$ cat src/rtl/display_scan_keypad_controller_unit_defines.svh
// assertion macros used by the rtl core (dskc_core)
`ifndef DISPLAY_SCAN_KEYPAD_CONTROLLER_UNIT_DEFINES_SVH
`define DISPLAY_SCAN_KEYPAD_CONTROLLER_UNIT_DEFINES_SVH

`ifndef SYNTHESIS
`define DSKC_ASSERT_IMPLIES(label, clk, rst, ante, cons) \
  label: assert property (@(posedge clk) disable iff (rst) (ante) |-> (cons)) \
    else $error("dskc assertion failed");
`define DSKC_ASSERT_NEXT(label, clk, rst, ante, cons) \
  label: assert property (@(posedge clk) disable iff (rst) (ante) |=> (cons)) \
    else $error("dskc assertion failed");
`else
`define DSKC_ASSERT_IMPLIES(label, clk, rst, ante, cons)
`define DSKC_ASSERT_NEXT(label, clk, rst, ante, cons)
`endif

`endif

$ cat src/rtl/dskc_pkg.sv
package dskc_pkg;

  localparam logic [1:0] OP_LOAD = 2'd0;
  localparam logic [1:0] OP_SCAN = 2'd1;
  localparam logic [1:0] OP_KEY  = 2'd2;

  localparam logic [10:0] LEVEL_IDLE = 11'd1024;
  localparam logic [3:0]  BLANK_CODE = 4'd15;
  localparam int          KEYS       = 8;

  // ladder ranges per button, low bound inclusive, high bound exclusive
  localparam logic [10:0] KEY_LOW  [KEYS] = '{11'd421, 11'd470, 11'd520, 11'd560,
                                              11'd590, 11'd640, 11'd650, 11'd700};
  localparam logic [10:0] KEY_HIGH [KEYS] = '{11'd470, 11'd520, 11'd560, 11'd590,
                                              11'd640, 11'd650, 11'd700, 11'd750};

  typedef struct packed {
    logic [1:0]  opcode;
    logic [3:0]  cell_index;
    logic [7:0]  cell_value;
    logic [10:0] adc_level;
  } req_t;

  typedef struct packed {
    logic       drive_valid;
    logic [3:0] board_address;
    logic [3:0] segment_code;
    logic       indicator_on;
    logic       button_event;
    logic [3:0] button_id;
  } rsp_t;

endpackage

$ cat src/rtl/dskc_if.sv
interface dskc_req_if;
  logic        valid;
  logic        ready;
  logic [1:0]  opcode;
  logic [3:0]  cell_index;
  logic [7:0]  cell_value;
  logic [10:0] adc_level;

  modport source (output valid, opcode, cell_index, cell_value, adc_level, input ready);
  modport sink   (input valid, opcode, cell_index, cell_value, adc_level, output ready);
endinterface

interface dskc_rsp_if;
  logic       valid;
  logic       ready;
  logic       drive_valid;
  logic [3:0] board_address;
  logic [3:0] segment_code;
  logic       indicator_on;
  logic       button_event;
  logic [3:0] button_id;

  modport source (output valid, drive_valid, board_address, segment_code, indicator_on,
                  button_event, button_id, input ready);
  modport sink   (input valid, drive_valid, board_address, segment_code, indicator_on,
                  button_event, button_id, output ready);
endinterface

$ cat src/rtl/dskc_key_decode.sv
module dskc_key_decode (
  input  logic [10:0] level,
  output logic [3:0]  button_id
);
  import dskc_pkg::*;

  // ranges are disjoint, first hit wins
  always_comb begin
    button_id = '0;
    for (int k = KEYS - 1; k >= 0; k--) begin
      if (level >= KEY_LOW[k] && level < KEY_HIGH[k]) begin
        button_id = 4'(k + 1);
      end
    end
  end
endmodule

$ cat src/rtl/dskc_core.sv
`include "display_scan_keypad_controller_unit_defines.svh"

module dskc_core #(
  parameter int CELLS = 9
) (
  input  logic          clk,
  input  logic          rst,
  input  logic          fire,
  input  dskc_pkg::req_t item,
  output dskc_pkg::rsp_t result
);
  import dskc_pkg::*;

  localparam int IDX_W = (CELLS > 1) ? $clog2(CELLS) : 1;
  localparam logic [IDX_W-1:0] LAST = IDX_W'(CELLS - 1);

  logic [7:0]       cells [CELLS];
  logic [IDX_W-1:0] scan_index;
  logic             press_latch;

  logic [3:0] key_id;
  logic [7:0] scan_cell;
  logic       load_hit;
  logic       key_new;
  logic       clear_hit;

  dskc_key_decode u_key_decode (
    .level     (item.adc_level),
    .button_id (key_id)
  );

  assign scan_cell = cells[scan_index];
  assign load_hit  = {1'b0, item.cell_index} < 5'(CELLS);
  assign key_new   = !press_latch && item.adc_level < LEVEL_IDLE;
  assign clear_hit = key_id != '0 && {1'b0, key_id} < 5'(CELLS);

  always_comb begin
    result = '0;
    unique case (item.opcode)
      OP_SCAN: begin
        result.drive_valid = 1'b1;
        if (scan_cell != '0) begin
          result.board_address = 4'(scan_index);
          result.segment_code  = scan_cell[3:0];
          result.indicator_on  = 1'b1;
        end else begin
          result.board_address = BLANK_CODE;
          result.segment_code  = BLANK_CODE;
        end
      end
      OP_KEY: begin
        if (key_new && key_id != '0) begin
          result.button_event = 1'b1;
          result.button_id    = key_id;
        end
      end
      default: begin
      end
    endcase
  end

  always_ff @(posedge clk) begin
    if (rst) begin
      for (int i = 0; i < CELLS; i++) begin
        cells[i] <= '0;
      end
      scan_index  <= '0;
      press_latch <= 1'b0;
    end else if (fire) begin
      unique case (item.opcode)
        OP_LOAD: begin
          if (load_hit) begin
            cells[item.cell_index[IDX_W-1:0]] <= item.cell_value;
          end
        end
        OP_SCAN: begin
          scan_index <= (scan_index == LAST) ? '0 : scan_index + 1'b1;
        end
        OP_KEY: begin
          if (press_latch) begin
            if (item.adc_level == LEVEL_IDLE) begin
              press_latch <= 1'b0;
            end
          end else if (key_new) begin
            press_latch <= 1'b1;
            // pressed button blanks its own cell
            if (clear_hit) begin
              cells[key_id[IDX_W-1:0]] <= '0;
            end
          end
        end
        default: begin
        end
      endcase
    end
  end

  `DSKC_ASSERT_IMPLIES(a_scan_in_range, clk, rst, 1'b1, scan_index <= LAST)
  `DSKC_ASSERT_NEXT(a_scan_wrap, clk, rst,
                    fire && item.opcode == OP_SCAN && scan_index == LAST, scan_index == '0)
  `DSKC_ASSERT_NEXT(a_press_sets_latch, clk, rst,
                    fire && item.opcode == OP_KEY && key_new, press_latch)
  `DSKC_ASSERT_IMPLIES(a_event_not_drive, clk, rst,
                       result.button_event, !result.drive_valid && result.button_id != '0)
endmodule

$ cat src/rtl/display_scan_keypad_controller_unit.sv
// Display scan and keypad controller.
// req channel carries one item per handshake: opcode 0 loads a byte into a
// display cell, opcode 1 is a scan tick, opcode 2 is a keypad ladder sample.
// rsp channel returns exactly one item per accepted request, in order: the
// pin drive fields for a scan tick, a button event for a new key press, and
// all zero otherwise.
// A request accepted into the input register is processed, and its response
// loaded into the output register, once that register is free or being taken.
// Throughput: one item per cycle while the receiver keeps taking responses, set
// by the single processing stage that reads and updates the cell store, scan
// position and press latch in the same cycle. An input register and an output
// register part the two channels; when the receiver stalls, the response is held,
// and req.ready stays high only while the input register is empty.
// Reset (synchronous, active high) blanks every cell, returns the scan position
// to cell zero, releases the press latch and empties both registers.
module display_scan_keypad_controller_unit #(
  parameter int CELLS = 9
) (
  input logic        clk,
  input logic        rst,
  dskc_req_if.sink   req,
  dskc_rsp_if.source rsp
);
  import dskc_pkg::*;

  logic stage_valid;
  req_t stage_item;
  logic out_valid;
  rsp_t out_data;
  rsp_t result;
  logic advance;
  logic fire;

  assign advance   = !out_valid || rsp.ready;
  assign fire      = stage_valid && advance;
  assign req.ready = !stage_valid || advance;

  dskc_core #(
    .CELLS (CELLS)
  ) u_core (
    .clk    (clk),
    .rst    (rst),
    .fire   (fire),
    .item   (stage_item),
    .result (result)
  );

  always_ff @(posedge clk) begin
    if (rst) begin
      stage_valid <= 1'b0;
      out_valid   <= 1'b0;
    end else begin
      if (req.ready) begin
        stage_valid <= req.valid;
      end
      if (advance) begin
        out_valid <= stage_valid;
      end
    end
  end

  always_ff @(posedge clk) begin
    if (req.valid && req.ready) begin
      stage_item <= '{opcode:     req.opcode,
                      cell_index: req.cell_index,
                      cell_value: req.cell_value,
                      adc_level:  req.adc_level};
    end
    if (fire) begin
      out_data <= result;
    end
  end

  assign rsp.valid         = out_valid;
  assign rsp.drive_valid   = out_data.drive_valid;
  assign rsp.board_address = out_data.board_address;
  assign rsp.segment_code  = out_data.segment_code;
  assign rsp.indicator_on  = out_data.indicator_on;
  assign rsp.button_event  = out_data.button_event;
  assign rsp.button_id     = out_data.button_id;
endmodule

$ cat src/flat_wrapper.sv
// flat-port wrapper written by rule: the top's interface ports become plain ports
module display_scan_keypad_controller_unit_flat import dskc_pkg::*;
#(
  parameter int CELLS = 9
)
  (clk, rst, req_valid, req_opcode, req_cell_index, req_cell_value, req_adc_level, req_ready, rsp_valid, rsp_drive_valid, rsp_board_address, rsp_segment_code, rsp_indicator_on, rsp_button_event, rsp_button_id, rsp_ready);
  dskc_req_if req_i ();
  dskc_rsp_if rsp_i ();
  input logic clk;
  input logic rst;
  input wire logic [$bits(req_i.valid)-1:0] req_valid;
  input wire logic [$bits(req_i.opcode)-1:0] req_opcode;
  input wire logic [$bits(req_i.cell_index)-1:0] req_cell_index;
  input wire logic [$bits(req_i.cell_value)-1:0] req_cell_value;
  input wire logic [$bits(req_i.adc_level)-1:0] req_adc_level;
  output wire logic [$bits(req_i.ready)-1:0] req_ready;
  output wire logic [$bits(rsp_i.valid)-1:0] rsp_valid;
  output wire logic [$bits(rsp_i.drive_valid)-1:0] rsp_drive_valid;
  output wire logic [$bits(rsp_i.board_address)-1:0] rsp_board_address;
  output wire logic [$bits(rsp_i.segment_code)-1:0] rsp_segment_code;
  output wire logic [$bits(rsp_i.indicator_on)-1:0] rsp_indicator_on;
  output wire logic [$bits(rsp_i.button_event)-1:0] rsp_button_event;
  output wire logic [$bits(rsp_i.button_id)-1:0] rsp_button_id;
  input wire logic [$bits(rsp_i.ready)-1:0] rsp_ready;
  assign req_i.valid = req_valid;
  assign req_i.opcode = req_opcode;
  assign req_i.cell_index = req_cell_index;
  assign req_i.cell_value = req_cell_value;
  assign req_i.adc_level = req_adc_level;
  assign req_ready = req_i.ready;
  assign rsp_valid = rsp_i.valid;
  assign rsp_drive_valid = rsp_i.drive_valid;
  assign rsp_board_address = rsp_i.board_address;
  assign rsp_segment_code = rsp_i.segment_code;
  assign rsp_indicator_on = rsp_i.indicator_on;
  assign rsp_button_event = rsp_i.button_event;
  assign rsp_button_id = rsp_i.button_id;
  assign rsp_i.ready = rsp_ready;
  display_scan_keypad_controller_unit #(.CELLS(CELLS)) u_core (.clk(clk), .rst(rst), .req(req_i), .rsp(rsp_i));
endmodule
$ cat config.mk
export PLATFORM = sky130hd
export DESIGN_NAME = display_scan_keypad_controller_unit_flat
export DESIGN_NICKNAME = d
export VERILOG_FILES = /design/src/rtl/dskc_pkg.sv /design/src/rtl/dskc_if.sv /design/src/rtl/dskc_key_decode.sv /design/src/rtl/dskc_core.sv /design/src/rtl/display_scan_keypad_controller_unit.sv /design/src/flat_wrapper.sv
export VERILOG_INCLUDE_DIRS = /design/src /design/src/rtl
export SDC_FILE = /design/constraint.sdc
export NUM_CORES = 1
export LEC_CHECK = 0
export BUFFER_PORTS_ARGS = -buffer_cell sky130_fd_sc_hd__buf_4
export CORE_MARGIN = 2
export CORE_UTILIZATION = 54
export CTS_CLUSTER_DIAMETER = 30
export DETAILED_ROUTE_END_ITERATION = 6
export GPL_TIMING_DRIVEN = 0
export PLACE_DENSITY = 0.75
export SLEW_MARGIN = 15
export SYNTH_ARGS = -nofsm -noshare
export SYNTH_HDL_FRONTEND = slang
export SYNTH_SLANG_ARGS = --single-unit
$ cat constraint.sdc
create_clock -name clk -period 2.8 [get_ports clk]
set_clock_uncertainty 0.1 [all_clocks]
set_input_delay 0.28 -clock clk [delete_from_list [all_inputs] [get_ports clk]]
set_output_delay 0.28 -clock clk [all_outputs]
set_load 0.02 [all_outputs]
### Yosys cells after proc, flatten, opt, wreduce, memory -nomap -nowiden

Memory sizes are Yosys's and may differ from the RTL's. A register that Yosys moved wholly into a read port is not among the register bits.
Cells that the tools add are included.

| word-level totals | value |
|---|---|
| bits in registers | 47 |
| memory bits (writable) | 72 |
| output and inout bits | 17 |
| memories | 1 |

| cells by class | value |
|---|---|
| add/sub/neg operators | 1 |
| order comparisons | 19 |
| equal/unequal tests | 4 |
| multiplexer cells | 38 |
| reduce and logical (&&, ||, !) cells | 26 |

Memories:

| memory | words | bits a word | read ports | clocked after memory_dff | wr ports | line | text |
|---|---|---|---|---|---|---|---|
| u_core.u_core.cells | 9 | 8 | 1 | 1 | 9 | dskc_core.sv:17 | `logic [7:0] cells [CELLS];` |

Operator list:

| operator | count |
|---|---|
| $lt A11 B10 Y1 const B | 7 |
| $ge A11 B10 Y1 const B | 6 |
| $mux W4 | 13 |
| $mux W8 | 3 |
| $ge A11 B9 Y1 const B | 2 |
| $mux W1 | 20 |
| $reduce_or A8 Y1 | 2 |
| $logic_and A1 B1 Y1 | 13 |
| $eq A11 B11 Y1 const B | 1 |
| $lt A11 B11 Y1 const B | 1 |
| $lt A11 B9 Y1 const B | 1 |
| $mux W10 | 1 |
| $lt A4 B4 Y1 const B | 2 |
| $reduce_bool A8 Y1 | 1 |
| $reduce_and A2 Y1 | 3 |
| $mux W5 | 1 |
| $add A4 B1 Y4 const B | 1 |
| $eq A4 B4 Y1 const B | 1 |
| $reduce_bool A4 Y1 | 1 |
| $logic_not A1 Y1 | 3 |
| $eq A2 B1 Y1 const B | 1 |
| $eq A2 B2 Y1 const B | 1 |
| $logic_not A2 Y1 | 1 |
| $logic_or A1 B1 Y1 | 2 |

### Longest topological paths before layout

Gate-level depths: netlist (run 1).

| logic depth | value |
|---|---|
| depth in word-level cells | 21 |
| depth in mapped cells | 9 |

### Hierarchy

From an unflattened synthesis (run 1), not the netlist that was laid out.

| second synthesis, totals | value |
|---|---|
| cell total of the unflattened synthesis | 499 |
| area, all modules | 7312.0 sq um |

By module, submodules not included:

| module | times used | cells each | area each (sq um) | sequential area each (sq um) |
|---|---|---|---|---|
| dskc_core | 1 | 407 | 5754.3 | 4023.9 |
| display_scan_keypad_controller_unit | 1 | 50 | 1305.0 | 1241.2 |
| dskc_key_decode | 1 | 42 | 252.7 | 0.0 |

### Worst setup path before layout (run 1)

Ideal clock, no wire load.

| timing | value |
|---|---|
| path type | register to register |
| from | register with a tool-made name |
| to | register u_core.out_data, in the netlist u_core.rsp.indicator_on (data pin) |
| library setup time | 268 ps |
| arrival time | 2543 ps |
| required time | 2432 ps |
| slack | -111 ps |
| cell stages (with the launch flop) | 8 |
| buffers on the path | 2 |
| clock period less this slack | 2911 ps |
| path through | dfxtp_1 > buf_2 > buf_1 > mux4_2 > mux4_2 > or4_4 > a211oi_4 > nor2b_1 |

RTL lines:

| what | line | text |
|---|---|---|
| to (signal assigned) | display_scan_keypad_controller_unit.sv:70 | `out_data <= result;` |
| to (decl) | display_scan_keypad_controller_unit.sv:29 | `rsp_t out_data;` |

==> results.yml, run 1 <==
route:
  drtIter0Drc: 490
  ant_nets: 0
  drtPass1Iterations: 5
  drc: 0
  totalWireLength_um: 16700
  vias: 4880
  vias_per_cell: 5.83
  drt-wirelength-per-cell_um: 20.0
synth:
  dominantRegCellSynth: "edfxtp_1"
  synth_edf_count: 168
  synth_area_um2: 7310
  ys_types: 52
  synth.mux.area_fraction_pct: 7.36
  ys_async_sr_fraction_pct: 0
  synth.avg_cell_area_um2: 15.3
  syn_inst: 478
  synth_fa_ha_area_share_pct: 0.342
  ys.warnings.count: 0
  synth_top_family_by_area: "simple AND/OR/NAND/NOR gates"
  seq_area_frac_synth_pct: 72.0
  ys_ff_latch: 179
  synthSimpleGateAreaFrac_pct: 12.0
  synthXorXnorAreaFrac_pct: 0
  synth-compound-area-share_pct: 6.23
setup_path:
  required_ns: 3.00
  path_max_fanout: 8
  rrSetupSlack_ns: -0.13
  r2r_cells: 7
  rr_endpoint: "u_core.rsp.segment_code[2]"
  crit_path_end_kind: "flip-flop"
  startpoint_type: "flip-flop"
  crit_type: "flip-flop to flip-flop"
  cp.arrival_ns: 3.13
global_routing:
  met3_usage_pct: 4.91
  use_met2_pct: 40.1
  use_met1_pct: 26.9
  grt_max_degree: 26
  grt_pass1_wl_um: 24200
  grt_pass1_vias: 4783
  busiest_layer: "met2"
  grt-ovfl-total: 0
  grt_usage_pct: 22.7
  antenna_found_initial: 1
run_status:
  outcome: "complete, but fails checks"
  violations: "negative setup slack"
layout:
  drive_above_1_share_pct: 30.6
  syn2layout_area_growth_pct: 30.9
  final_cell_mix: "168 x edfxtp_1, 76 x buf_4, 56 x conb_1, 55 x nor2_1, 29 x nor3_1"
  nNetsFinal: 678
  final_common_cell: "edfxtp_1"
  fin_area_um2: 9560
  fin_cells: 837
worst_hold_path:
  holdPathEnd: "u_core.rsp.valid"
  hold_depth: 4
  min-delay-start: "rsp_ready"
  hold_class: "input port to flip-flop"
sta:
  fin_crit_sh_pct: 105
  worstMarginPinSlew_ns: 1.08
  slew_violations: 0
  fmax_ghz: 0.341
  hold_viol: 0
  fin_crit_ns: 2.93
  max_slew_margin_pct: 27.7
  fin_ws_ns: -0.134
  rsz0062_at_grt: "yes"
  finalSetupViolCount: 28
place:
  place_area_um2: 8070
  dp_cells: 753
  dpl.hpwl_um: 9690
  gp_congestion: 0.888
  portBuffers: 44
floorplan:
  start_util_pct: 55.2
  io_pins: 46
  dieArea_um2: 14500
  coreArea_um2: 13200
  dieHeight_um: 120
  num_rows: 42
  die_w_um: 120
power_and_ir_drop:
  p_per_area_nw_per_um2: 610
  leakage_nw: 3.52
  ir_drop_v: 0.000405
cts:
  cts_sinks: 179
  cts_tree: "done"
  clock_latency_ns: 0.43
  cts_buffers: 17
  clkTransAtPathRegs_ns: 0.07
  cts_max_level: 4
  root_buffer: "clkbuf_16"
  cts_buffer_depth: 2
flow_run:
  maxCapViolations: 0
-- report_power, final --
group          internal, mW  total [mW]  switching, mW
clock                  1.32        2.32          0.999
sequential             3.05        3.11         0.0576
combinational         0.175       0.404          0.229
-- area by class of cell --
class                   instances  area, µm²
inverters                      12       45.0
diodes                          1       2.50
fillers                       820       3680
plain buffers                  13       97.6
flip-flops and latches        179       5270
repair buffers                106        902
multi-input cells             318       2440
clock buffers                  22        518
well taps                     176        220
clock inverters                10       65.1
-- routing by layer --
metal / share of wire (%) / wire length (µm)
met5: 0 / 0
met4: 4.1 / 691
met3: 6.7 / 1120
met2: 53 / 8790
met1: 37 / 6140
-- worst max-delay path, cell delays in order, from the launching register on --
cell	delay [ns]
dfxtp_4	0.42
buf_12	0.15
mux4_2	0.50
mux4_2	0.52
or4_4	0.55
a211oi_4	0.26
buf_4	0.18
o21a_1	0.12
-- worst max path at each step --
stage	from	to	slack, ns	cells after the start
after floorplan	u_core.stage_item[7]	u_core.u_core.cells[0][0]	-0.09	7
after global placement	u_core.stage_item[10]	u_core.u_core.cells[1][2]	-0.77	7
after detailed placement	u_core.stage_item[10]	u_core.u_core.cells[0][5]	-0.85	7
after CTS	flip-flop	u_core.rsp.board_address[1]	-0.17	7
after global routing	flip-flop	u_core.rsp.segment_code[2]	-0.20	7
final	flip-flop	u_core.rsp.segment_code[2]	-0.13	7
-- sequential cells by signal (all words and copies together), names as in the netlist, named ones only --
register                   flops
u_core.stage_valid             1
u_core.rsp.valid               1
u_core.stage_item             25
u_core.rsp.indicator_on        1
u_core.u_core.press_latch      1
u_core.u_core.cells          128
u_core.rsp.board_address       4
u_core.rsp.drive_valid         1
u_core.rsp.segment_code        4
u_core.rsp.button_id           4
u_core.u_core.scan_index       4
u_core.rsp.button_event        1
-- cell usage after synthesis (3+ instances only) --
library cell	instances	share of area [%]
nor3_1	31	2.1
nor2_1	57	2.9
edfxtp_1	168	69
nand2_1	15	0.77
nor2b_1	3	0.26
a21o_1	4	0.41
and3_1	8	0.68
o21ai_0	6	0.41
a22oi_1	3	0.31
a211oi_1	5	0.51
clkbuf_1	19	0.98
nand3_1	6	0.41
o211ai_1	4	0.41
nand4_1	4	0.34
dfxtp_1	11	3.0
mux4_2	23	7.1
and2_1	8	0.68
a21oi_1	10	0.68
o21ai_1	7	0.48
o21a_1	10	1.0
nor4_1	16	1.4
nand2b_1	9	0.77
a31oi_1	3	0.26
inv_1	3	0.15
inv_2	9	0.46
-- what timing repair did --
action                     4_1_cts  5_1_grt
hold endpoints to repair        26        0
pin swaps                        7       21
hold buffers                    26        0
buffers inserted                14       22
resized for setup               48       40
gates cloned                     0        1
setup endpoints to repair      201      202
-- through the flow --
step,setup TNS (ns),hold slack [ns],power (mW),utilization [%],worst slack [ns]
CTS,-1.26,0.0506,5.78,69.4,-0.166
detailed placement,-115.51,0.359,3.45,60.9,-0.846
finish,-1.26,0.0944,5.83,72.2,-0.134
global route,-9.78,0.127,5.99,72.2,-0.204
global placement,-100.77,0.358,3.43,60.9,-0.771
floorplan,-1.49,0.279,3.33,-,-0.0907
-- cell families after synthesis --
group / count (synthesis)
AOI/OAI and AO/OA: 65
adders and majority gates: 2
buffers and inverters: 36
DFF: 179
muxes: 25
other: 1
and+or+nand+nor: 170
Note: power is estimated with default switching activity, not from simulation.
==> run 2, diff against run 1 <==
ABC_AREA = 1   (was unset)
==> run 2 against run 1 <==
  * The run still ends with negative setup slack left
  * Core utilization is 0.60 points lower
  * Worst hold slack worse by 0.056 ns
  * Clock-buffer cell count is 5 lower
  * Setup slack better by 0.0072 ns
  * Clock power hardly changed
  * Non-clock buffer count is 6 lower
  * Critical path depth is 8 higher
  * Area after synthesis hardly changed
  * Die area hardly changed
  * Synthesized cell count is 27% higher
  * Largest cell class unchanged
==> results.yml, run 2 <==
cts:
  cts_max_level: 4
  cts_buffers: 17
  cts_buffer_depth: 2
  cts_tree: "done"
  cts_sinks: 179
  clock_latency_ns: 0.44
  root_buffer: "clkbuf_16"
  clkTransAtPathRegs_ns: 0.06
layout:
  syn2layout_area_growth_pct: 29.9
  final_cell_mix: "168 x edfxtp_1, 145 x nor2_1, 66 x buf_4, 56 x conb_1, 40 x o21ai_0"
  diodes: 0
  nNetsFinal: 809
  largest_reg_flops: 128
  final_common_cell: "edfxtp_1"
  drive_above_1_share_pct: 22.4
  largest-register: "u_core.u_core.cells"
  fill_cells: 879
  reg_top3: "u_core.u_core.cells: 128 flops, u_core.stage_item: 25 flops"
sta:
  fin_ws_ns: -0.127
  finalSetupViolCount: 99
  tns_ns: -5.55
  fmax_ghz: 0.342
  fin_hold_ws_ns: 0.0380
  hold_viol: 0
  fin_crit_ns: 2.93
  slew_violations: 0
  fin_crit_sh_pct: 105
  max_slew_margin_pct: 5.92
  worstMarginPinSlew_ns: 1.41
power_and_ir_drop:
  leakage_nw: 3.76
  ir_drop_v: 0.000456
  p_per_area_nw_per_um2: 610
synth:
  ys_async_sr_fraction_pct: 0
  synth_area_um2: 7300
  seq_area_frac_synth_pct: 72.1
  dominantRegCellSynth: "edfxtp_1"
  synthTopCellsByArea: "edfxtp_1 69%, nor2_1 7.6%, dfxtp_1 3.0%, nand2_1 2.9%, o21ai_0 2.8%"
  synthTopCellsByCount: "168 x edfxtp_1, 148 x nor2_1, 56 x nand2_1, 41 x o21ai_0, 32 x inv_1"
  ys_types: 38
  ys.warnings.count: 0
  yosysMostFrequentCell: "edfxtp_1"
  synth_edf_count: 168
  yosys.area.top_type: "edfxtp_1"
  synth.avg_cell_area_um2: 12.0
  netlist.area_leader.share_pct: 69.1
  syn_inst: 606
  ys_ff_latch: 179
floorplan:
  io_pins: 46
  coreArea_um2: 13200
  dieHeight_um: 120
  start_util_pct: 55.1
  die_w_um: 120
  num_rows: 42
  dieArea_um2: 14500
route:
  totalWireLength_um: 17500
  drtIter0Drc: 523
  vias: 5394
  ant_nets: 0
  drt-wirelength-per-cell_um: 18.2
  vias_per_cell: 5.58
  drc: 0
  drtPass1Iterations: 7
global_routing:
  grt_usage_pct: 23.2
  grt_pass1_vias: 5168
  antenna_found_initial: 0
  grt_max_degree: 26
  grt_pass1_wl_um: 25200
  grt-ovfl-total: 0
setup_path:
  required_ns: 2.97
  crit_type: "flip-flop to flip-flop"
  crit_path_end_kind: "flip-flop"
  path_max_fanout: 6
  startpoint_type: "flip-flop"
  cp.arrival_ns: 3.09
place:
  dpl.hpwl_um: 10400
  portBuffers: 45
  gp_congestion: 0.862
  preCtsSetupSlack_ns: -0.175
flow_run:
  maxCapViolations: 0
run_status:
  outcome: "complete, but fails checks"
  violations: "negative setup slack"
worst_hold_path:
  hold_class: "input port to flip-flop"
## run 2: cell types whose count changed in the layout (fill, tap and decap cells not counted), moves of 12 or more
cell      change
inv_1        +29
mux4_2       -23
nand2_1      +27
nand2_4      +12
nand3_1      +18
nor2_1       +90
nor3_1       -16
o21ai_0      +34
o221ai_1     +14
## run 2: critical path, stage by stage, from the launching register on
cell	delay (ns)
edfxtp_1	0.47
buf_6	0.15
inv_1	0.06
nor2_1	0.17
o21ai_0	0.17
a21oi_1	0.27
nor2_4	0.09
nand3_4	0.10
nand3_4	0.14
buf_8	0.19
nand2_2	0.11
nand2_4	0.09
a21oi_4	0.22
nand2_4	0.10
buf_4	0.16
nor2_1	0.15
## run 2: kinds of logic after synthesis
| family | after synthesis | share of synthesized area (%) |
|---|---|---|
| AOI/OAI and AO/OA | 82 | 7.06 |
| adders and majority gates | 2 | 0.343 |
| buffers and inverters | 54 | 2.91 |
| DFF | 179 | 72.1 |
| other | 1 | 0.0514 |
| and+or+nand+nor | 288 | 17.5 |
## run 2: worst paths after layout
check,start,end,slack [ns],cells past startpoint
worst max-delay path,u_core.stage_item[5],u_core.u_core.cells[6][3],-0.13,15
worst min-delay path,rsp_ready,u_core.rsp.valid,0.04,4
worst max register to register,u_core.stage_item[5],u_core.u_core.cells[6][3],-0.13,15
worst min register to register,u_core.u_core.press_latch,u_core.u_core.press_latch,0.40,2
## run 2: through the flow
stage                     utilization (%)  area [µm²]  total power [mW]  cells
after floorplan                         -        7510              3.33    661
after global placement               60.9        8070              3.44    882
after detailed placement             60.9        8070              3.46    882
after CTS                            67.5        8940              5.73    938
after global routing                 71.6        9480              5.94    966
final                                71.6        9480              5.79    966
## run 2: area by class of cell
class / instances / area (µm²) / area share (%)
timing repair buffer: 99 / 875 / 9.22
sequential: 179 / 5270 / 55.5
clock buffer: 17 / 425 / 4.49
clock inverter: 14 / 139 / 1.46
buffer: 14 / 68.8 / 0.726
multi-input combinational: 429 / 2340 / 24.7
tap: 176 / 220 / 2.32
inverter: 38 / 149 / 1.57
## run 2: power by group
| part | total, mW | internal [mW] | switching [mW] |
|---|---|---|---|
| combinational | 0.399 | 0.141 | 0.258 |
| clock | 2.29 | 1.30 | 0.985 |
| sequential | 3.10 | 3.05 | 0.0496 |
| total | 5.79 | 4.50 | 1.29 |
## run 2: repair_timing
item | in CTS | in global routing
gates cloned | 0 | 2
gates resized for setup | 15 | 64
hold buffers | 26 | 0
pin swaps | 0 | 8
endpoints found under the hold margin | 28 | 0
endpoints found under the setup margin | 81 | 201
buffers inserted | 0 | 27
## run 2: routing by layer
| layer | wire, µm | track usage [%] | vias up |
|---|---|---|---|
| li1 | - | - | 2450 |
| met1 | 6660 | 29.3 | 2590 |
| met2 | 8860 | 39.0 | 289 |
| met3 | 1380 | 5.09 | 65 |
| met4 | 638 | 9.59 | 0 |
| met5 | 0 | 0 | - |
==> run 3, diff against run 2 <==
CORE_UTILIZATION = 50   (was 54)
PLACE_DENSITY = 0.7   (was 0.75)
==> run 3 against run 2 <==
  * The run now ends clean
  * Register-to-register slack improved by 0.21 ns
  * Sequential power about the same
  * Cell count fell by 0.52%
  * Power shrank 0.54%
  * Largest power group unchanged
  * Clock-buffer cell count is 11 higher
==> results.yml, run 3 (same netlist as run 2, synthesis figures left out) <==
run_status:
  outcome: "completed"
cts:
  cts_buffers: 17
  cts_buffer_depth: 2
  clkTransAtPathRegs_ns: 0.06
  cts_max_level: 4
  cts_sinks: 179
  cts_tree: "done"
  clock_latency_ns: 0.43
  root_buffer: "clkbuf_16"
floorplan:
  dieHeight_um: 125
  num_rows: 44
  io_pins: 46
  coreArea_um2: 14400
  die_w_um: 125
  start_util_pct: 50.6
  dieArea_um2: 15600
sta:
  slew_violations: 0
  fmax_ghz: 0.369
  fin_ws_ns: 0.0877
  finalSetupViolCount: 0
  worstMarginPinSlew_ns: 1.44
  fin_crit_sh_pct: 96.9
  hold_viol: 0
  fin_crit_ns: 2.71
  fin_hold_ws_ns: 0.0456
  max_slew_margin_pct: 4.01
layout:
  largest-register: "u_core.u_core.cells"
  final_common_cell: "edfxtp_1"
  largest_reg_flops: 128
  syn2layout_area_growth_pct: 27.4
  nNetsFinal: 795
  final_cell_mix: "168 x edfxtp_1, 144 x nor2_1, 58 x buf_4, 56 x conb_1, 43 x nand2_1"
  fin_cells: 961
  fin_area_um2: 9300
  diodes: 0
  drive_above_1_share_pct: 19.4
  reg_top3: "u_core.u_core.cells: 128 flops, u_core.stage_item: 25 flops"
global_routing:
  grt-ovfl-total: 0
  grt_pass1_vias: 5103
  grt_pass1_wl_um: 25200
  grt_max_degree: 26
  grt_usage_pct: 21.1
  antenna_found_initial: 0
route:
  vias_per_cell: 5.35
  vias: 5138
  drtIter0Drc: 384
  drc: 0
  drtPass1Iterations: 5
  drt-wirelength-per-cell_um: 16.7
  totalWireLength_um: 16100
  ant_nets: 0
place:
  place_area_um2: 8080
  dp_cells: 890
  gp_congestion: 0.901
  portBuffers: 45
  preCtsSetupSlack_ns: -0.337
  dpl.hpwl_um: 10500
setup_path:
  required_ns: 2.82
  startpoint_type: "flip-flop"
  cp.arrival_ns: 2.73
  crit_path_end_kind: "flip-flop"
  crit_type: "flip-flop to flip-flop"
  rr_startpoint: "u_core.stage_item[5]"
  startpoint: "u_core.stage_item[5]"
  path_max_fanout: 10
power_and_ir_drop:
  finalPower_mw: 5.76
  p_per_area_nw_per_um2: 619
  leakage_nw: 3.70
  ir_drop_v: 0.000381
flow_run:
  maxCapViolations: 0
worst_hold_path:
  min-delay-start: "req_valid"
  hold_class: "input port to flip-flop"
## run 3: per-stage QoR
| stage | util, % | setup TNS (ns) |
|---|---|---|
| final | 64.5 | 0 |
| after detailed placement | 56.0 | -7.98 |
| after global placement | 56.0 | -1.93 |
| after global routing | 64.5 | -3.01 |
| after floorplan | - | 0 |
| after CTS | 62.0 | -0.310 |
## run 3: worst max-delay path, stage by stage, from the launching register on
cell and delay (ns):
edfxtp_1 0.51, nand2_1 0.14, nor2_1 0.06, nor2_2 0.13, inv_1 0.06, nand4_1 0.15, clkinv_1 0.11, nor2_2 0.16
nand3_4 0.13, nand3_4 0.12, buf_6 0.15, nand2_2 0.10, nand2_4 0.12, nand2_2 0.09, clkinv_4 0.09, nand2_8 0.09
nand2_8 0.11
## run 3: timing repair
item	4_1_cts	5_1_grt
setup buffers	0	14
pin swaps	0	10
hold buffers	26	0
gates resized for setup	12	52
endpoints found under the setup margin	81	115
endpoints found under the hold margin	28	0
cloned	0	1
## run 3: metal layers
| layer | wire length, µm | GRT usage [%] | share of wire, % | vias to the layer above |
|---|---|---|---|---|
| li1 | - | - | - | 2426 |
| met4 | 394 | 9.35 | 2.4 | 0 |
| met5 | 0 | 0 | 0 | - |
| met2 | 8280 | 36.0 | 51 | 188 |
| met3 | 1050 | 5.71 | 6.5 | 37 |
| met1 | 6380 | 25.3 | 40 | 2487 |
## run 3: worst paths after layout
check	end	slack (ns)	cells after the start
worst max-delay path	u_core.u_core.cells[7][2]	0.09	16
worst min-delay path	u_core.stage_valid	0.05	3
worst max register to register	u_core.u_core.cells[7][2]	0.09	16
worst min register to register	u_core.u_core.press_latch	0.37	2
## run 3: layout make-up
cell class,instances,area (µm²)
plain buffers,14,63.8
clock buffers,28,549
clock inverters,4,20.0
fillers,1085,5120
inverters,38,150
multi-input cells,429,2310
flip-flops and latches,179,5270
well taps,184,230
repair buffers,85,716
## run 3: power breakdown
part	internal (mW)	switching, mW	total (mW)
Sequential	3.05	0.0463	3.10
Combinational	0.136	0.246	0.383
Clock	1.33	0.941	2.27
